[config.mk]
export PLATFORM = sky130hd
export DESIGN_NAME = lrbd_front
export DESIGN_NICKNAME = d
export VERILOG_FILES = /design/src/hdl/lrbd_pkg.sv /design/src/hdl/lrbd_front.sv
export SDC_FILE = /design/constraint.sdc
export NUM_CORES = 1
export LEC_CHECK = 0
export BUFFER_PORTS_ARGS = -buffer_cell sky130_fd_sc_hd__buf_2
export CAP_MARGIN = 0
export CORE_MARGIN = 4
export CORE_UTILIZATION = 54
export DETAILED_ROUTE_END_ITERATION = 10
export GPL_ROUTABILITY_DRIVEN = 0
export PLACE_DENSITY = 0.89
export SLEW_MARGIN = 10
export SYNTH_ARGS = -nofsm -noshare
export SYNTH_HDL_FRONTEND = slang
export SYNTH_SLANG_ARGS = --single-unit
[constraint.sdc]
create_clock -name clk -period 4.17 [get_ports clk]
set_input_delay 1.251 -clock clk [delete_from_list [all_inputs] [get_ports clk]]
set_output_delay 1.251 -clock clk [all_outputs]
set_load 0.05 [all_outputs]
[src/hdl/lrbd_pkg.sv]
package lrbd_pkg;

	localparam int unsigned BUFFER_DEPTH = 1024;
	localparam int unsigned PAYLOAD_CAP = 64;
	localparam int unsigned MP_W = 7;

	localparam logic [1:0] KIND_PUT = 2'd0;
	localparam logic [1:0] KIND_DRAIN = 2'd1;
	localparam logic [1:0] KIND_SET = 2'd2;

	typedef struct packed {
		logic [1:0] kind;
		logic [7:0] byte_in;
		logic       enable;
		logic [7:0] token;
	} item_t;

	typedef struct packed {
		logic [7:0] token_out;
		logic [7:0] data_out;
		logic       is_flags;
		logic       last;
	} resp_t;

	typedef enum logic [1:0] {
		OP_PUT,
		OP_DRAIN,
		OP_SET
	} op_t;

	typedef struct packed {
		op_t        op;
		logic [7:0] data;
		logic       enable;
		logic [7:0] token;
	} cmd_t;

endpackage

[src/hdl/lrbd_front.sv]
module lrbd_front (
	input  logic            clk,
	input  logic            arst_n,
	input  logic            item_valid,
	output logic            item_stall,
	input  lrbd_pkg::item_t item,
	output logic            cmd_valid,
	output lrbd_pkg::cmd_t  cmd,
	input  logic            cmd_pop
);

	lrbd_pkg::cmd_t cmd_q [2];
	logic [1:0]     cnt_q;
	logic           wp_q;
	logic           rp_q;
	lrbd_pkg::cmd_t cmd_new;
	logic           keep;
	logic           push;

	always_comb begin
		cmd_new.data = item.byte_in;
		cmd_new.enable = item.enable;
		cmd_new.token = item.token;
		cmd_new.op = lrbd_pkg::OP_PUT;
		keep = 1'b1;
		unique case (item.kind)
			lrbd_pkg::KIND_PUT: cmd_new.op = lrbd_pkg::OP_PUT;
			lrbd_pkg::KIND_DRAIN: cmd_new.op = lrbd_pkg::OP_DRAIN;
			lrbd_pkg::KIND_SET: cmd_new.op = lrbd_pkg::OP_SET;
			default: keep = 1'b0;
		endcase
	end

	assign item_stall = (cnt_q == 2'd2);
	assign push = item_valid && !item_stall && keep;
	assign cmd_valid = (cnt_q != 2'd0);
	assign cmd = cmd_q[rp_q];

	always_ff @(posedge clk or negedge arst_n) begin
		if (!arst_n) begin
			cnt_q <= 2'd0;
			wp_q <= 1'b0;
			rp_q <= 1'b0;
		end else begin
			if (push) begin
				wp_q <= !wp_q;
			end
			if (cmd_pop) begin
				rp_q <= !rp_q;
			end
			cnt_q <= cnt_q + {1'b0, push} - {1'b0, cmd_pop};
		end
	end

	always_ff @(posedge clk) begin
		if (push) begin
			cmd_q[wp_q] <= cmd_new;
		end
	end

endmodule

### After elaboration in Yosys (flattened, before gate mapping)

Memories as Yosys holds them, arrays and structs flattened.
Cells that the tools add are included.

* bits in registers: 4
* memory bits (writable): 38
* input port bits: 23
* output and inout port bits: 21
* word-level logic and storage cells: 21
* memories: 1

Memories
* cmd_q: words 2, width 19, read ports 1, clocked after Yosys merged registers in 0, write ports 1, RTL line lrbd_front.sv:12 `lrbd_pkg::cmd_t cmd_q [2];`

* add/subtract/negate cells: 2
* eq/ne operators: 3
* mux-type cells: 4
* reductions and logical operators: 8

Operator list (number)
* == test 2 bit, second input constant: 2
* case mux 2 bit (2 select lines): 1
* zero test 1 bit: 3
* two-way mux 1 bit: 3
* OR reduction 3 bit: 1
* adder 2 x 1 -> 2 bit: 1
* == test 2 x 1 -> 1 bit, second input constant: 1
* logical AND 1 bit: 2
* zero test 2 bit: 1
* nonzero test 2 bit: 1
* subtractor 2 x 1 -> 2 bit: 1

### Depth between registers and ports, before layout

* depth in word-level cells: 6
* mapped depth: 7
* mapped depth without buffers: 7

### Worst setup path before layout

No wires, ideal clock.

* kind: input-to-reg
* start: in item[17] (netlist bit)
* end: mem cmd_q[1][0] (netlist bit), enable pin
* library setup time: 0.395 ns
* arrival time: 2.268 ns
* data required time: 3.775 ns
* slack: 1.507 ns
* stages: 3
* path buffers: 0
* path through: nand2_1 nand3b_4 nor2_1

* longest elaborated chain between the ends: 6
* elaborated cells between the ends (all ways): 8
* classes of those cells: 2 x eq/ne; 3 x mux; 3 x reduce/logical

RTL lines
* from (decl): RTL line lrbd_front.sv:6 `input lrbd_pkg::item_t item,`
* == test 2 bit (tied with other cells): RTL line lrbd_front.sv:26 `unique case (item.kind)`
* OR reduction 3 bit (no source line) (*)
* two-way mux 1 bit (*): RTL line lrbd_front.sv:26
* logical AND 1 bit (*): RTL line lrbd_front.sv:35 `assign push = item_valid && !item_stall && keep;`
* two-way mux 1 bit (*): RTL line lrbd_front.sv:56 `if (push) begin`
* two-way mux 1 bit (not written as such) (*): RTL line lrbd_front.sv:57 `cmd_q[wp_q] <= cmd_new;`
* to (decl): RTL line lrbd_front.sv:12

Mark *: on every way between the ends. The rest lies on a longest branch, timed or not.

==> summary.md <==
| Metric | Value |
|---|---|
| Yosys warns | `0` |
| Sw Share | `0.396` |
| Average wire per standard cell | `15.6 µm` |
| Worst Max-Slew Pin Slew | `0.964 ns` |
| Die width | `62.5 µm` |
| Register area share after synthesis | `0.773` |
| Clk_skew | `0.00401 ns` |
| Final core utilization | `0.694` |
| CP endpoint kind | `output port` |
| Detailed Route Iter0 Violations | `17` |
| Final Setup Violations | `0` |
| Post-CTS sizing | `0` |
| Largest cells by area after synthesis | `edfxtp_1 71%, mux2_2 13%, dfrtp_1 6.2%` |
| DRT Pass-1 Iters | `4` |
| Max frequency | `319 MHz` |
| Reg2reg start | `cnt_q[1]` |
| CTS Root Cell | `clkbuf_4` |
| R2R setup slack | `2.31 ns` |
| Arrival @ worst endpoint | `1.89 ns` |
| Num ports | `44` |
| CP Buf/Inv Count | `1` |
| Crit path required time | `2.92 ns` |
| Largest net degree at the start of global routing | `21` |
| Drt drc | `0` |
| Clock latency on the worst-skew pair | `0.35 ns` |
| Slew Limit Fails | `0` |
| Vias in the first global route | `925` |
| Combinational cell fraction of total power | `0.395` |
| Total power | `1.54 mW` |
| Status | `complete, no violations` |
| Max-cap violations | `0` |
| Largest family of logic cells by synthesized area | `multiplexers` |
| CP Capture Point | `cmd[8]` |
| H-tree levels | `2` |
| Diode count | `0` |
| Pwr/cell area | `792 nW/µm²` |
| XOR/XNOR Fraction of Synth Area | `0.0218` |
| Switching power | `0.611 mW` |
| Total Wirelength | `2.48 mm` |
| Adder-Cell Fraction of Synth Area | `0.0156` |
| Stages on worst setup path | `2` |
| Seq pwr share | `0.405` |
| Slowest stage delay, CP | `0.91 ns` |
| Final Hold Vio Count | `0` |
| Post-layout nets | `152` |
| CTS tree | `done` |
| ANT nets after route | `0` |
| Core Region | `2810 µm²` |
| Rel. slew slack | `0.357` |
| Final Cell Area | `1950 µm²` |
| Synth-to-layout area growth | `21.3%` |
| Internal power | `0.931 mW` |
| Hold_buf cts | `0` |
| Via count | `802` |
| Netlist area before placement | `1610 µm²` |
| RR Endpoint | `cmd_q[1][13]` |
| Detailed Place HPWL | `1.72 mm` |
| Clock transition at path regs | `0.11 ns` |
| Clock network power share | `0.201` |
| Die Span Y | `62.5 µm` |
| CP Class | `reg -> out` |
| Max clock buf depth | `2` |
| Overall Global Routing Usage | `0.144` |
| Crit. Startpoint | `rp_q` |
| Initial Utilization | `0.572` |
| Postcts setup bufs | `0` |
| Simple logic cell fraction of the synthesized area | `0.0398` |
| DP Area | `1850 µm²` |
| Compound-gate portion of the synthesized area | `0` |
| GRT Residual Overflow | `0` |
| Global-route wire length before repair | `4.24 mm` |
| Largest delay share family, worst path | `flip-flops` |
| Reg2Reg Depth | `3` |
| Min-Delay Path Class | `reg -> reg` |
| Yosys top cell by area | `edfxtp_1` |
| Synthesized area per cell | `20.3 µm²` |
| Post-synth top area share | `0.711` |
| Rows | `19` |
| Vias per inst | `5.04` |
| Synthesized instance count | `79` |
| Mapped Nets | `104` |
| Initial antenna violation count | `0` |
| Synth Register Bits | `42` |
| Crit-path cells | `mux2_2, buf_2` |
| Slowest stage cell, crit path | `dfrtp_1` |
| Distinct cell type count after synthesis | `15` |
| Maximum VDD drop | `0.000619 V` |
| Setup TNS | `0 ns` |
| Unrepaired setup endpoints after global routing | `false` |
| Min Tclk post-route | `3.14 ns` |
| CP max FO | `20` |
| CTS Buf Count | `5` |
| Number of fill cells | `203` |
| Period utilization | `0.752` |
| Mux share of post-synthesis cell area | `0.133` |
| Die area | `3910 µm²` |
| CTS sink cnt | `42` |
| Worst setup SP type | `register` |
| Layout cell share with drive strength beyond 1 | `0.578` |
| Buffers on Ports | `43` |
| Leak Pwr | `0.762 nW` |
==> power by group through the flow <==
stage / Combinational, mW / Clock, mW / Sequential (mW)
finish: 0.609 / 0.310 / 0.624
global route: 0.639 / 0.340 / 0.637
CTS: 0.615 / 0.315 / 0.627
detailed placement: 0.612 / 0 / 0.637
global placement: 0.604 / 0 / 0.629
floorplan: 0.538 / 0 / 0.591
==> worst reg2reg max path, delay by kind of cell (launching register included) <==
| kind | cells | cell delay, ns |
|---|---|---|
| flops | 1 | 0.42 |
| simple gates | 3 | 1.06 |
==> synth_stat cells <==
cell type  number
edfxtp_1       38
mux2_2         19
dfrtp_1         4
xnor2_1         3
ha_1            2
inv_1           2
nor2_1          2
nor2b_1         2
buf_4           1
buf_6           1
nand2_1         1
nand3b_4        1
nor2b_4         1
or2_2           1
xor2_1          1
==> flip-flops by register name, indices dropped and copies added, names as in the netlist <==
signal  cells
wp_q        1
cmd_q      38
rp_q        1
cnt_q       2
==> cell type report <==
cell class,count,area (µm²),area share
multi-input combinational,33,343,0.176
timing repair buffer,43,215,0.111
sequential,42,1240,0.638
inverter,2,7.51,0.00386
clock buffer,5,37.5,0.0193
tap,31,38.8,0.0199
clock inverter,3,63.8,0.0328
==> metrics by stage <==
step / worst slack (ns) / cells / hold slack (ns)
after global placement: 1.43 / 151 / 0.499
final: 1.03 / 159 / 0.538
after detailed placement: 1.39 / 151 / 0.522
after CTS: 0.983 / 159 / 0.538
after global routing: 0.920 / 159 / 0.543
after floorplan: 1.51 / 79 / 0.467
==> per-layer routing <==
metal	up-vias	GRT usage	part of all wire
li1	392	-	-
met1	369	0.167	0.40
met2	35	0.230	0.48
met3	6	0.0809	0.10
met4	0	0.0413	0.015
met5	-	0	0
==> worst min-delay path by stage <==
stage | slack (ns) | depth (start not counted) | end | start
floorplan | 0.47 | 1 | wp_q | wp_q
global placement | 0.50 | 1 | wp_q | wp_q
detailed placement | 0.52 | 1 | wp_q | wp_q
CTS | 0.54 | 1 | wp_q | wp_q
global route | 0.54 | 1 | wp_q | wp_q
finish | 0.54 | 1 | wp_q | wp_q
==> cell usage in the layout, fill, tap and decap left out <==
cell type | Yosys | final
buf_2 | 0 | 43
bufinv_16 | 0 | 2
clkbuf_4 | 0 | 5
clkinv_1 | 0 | 1
dfrtp_1 | 4 | 4
edfxtp_1 | 38 | 38
ha_1 | 2 | 2
inv_1 | 2 | 2
mux2_2 | 19 | 19
nand2_1 | 1 | 1
nand3b_4 | 1 | 1
nor2_2 | 0 | 2
nor2b_1 | 2 | 2
nor2b_4 | 1 | 1
or2_2 | 1 | 1
xnor2_1 | 3 | 3
xor2_1 | 1 | 1
==> cells by family after synthesis <==
group / Yosys count
mux: 19
flops: 42
xor+xnor: 4
buf+inv: 4
simple gates: 8
fa+ha+maj: 2
No activity file was read; power rests on OpenSTA's default activity.
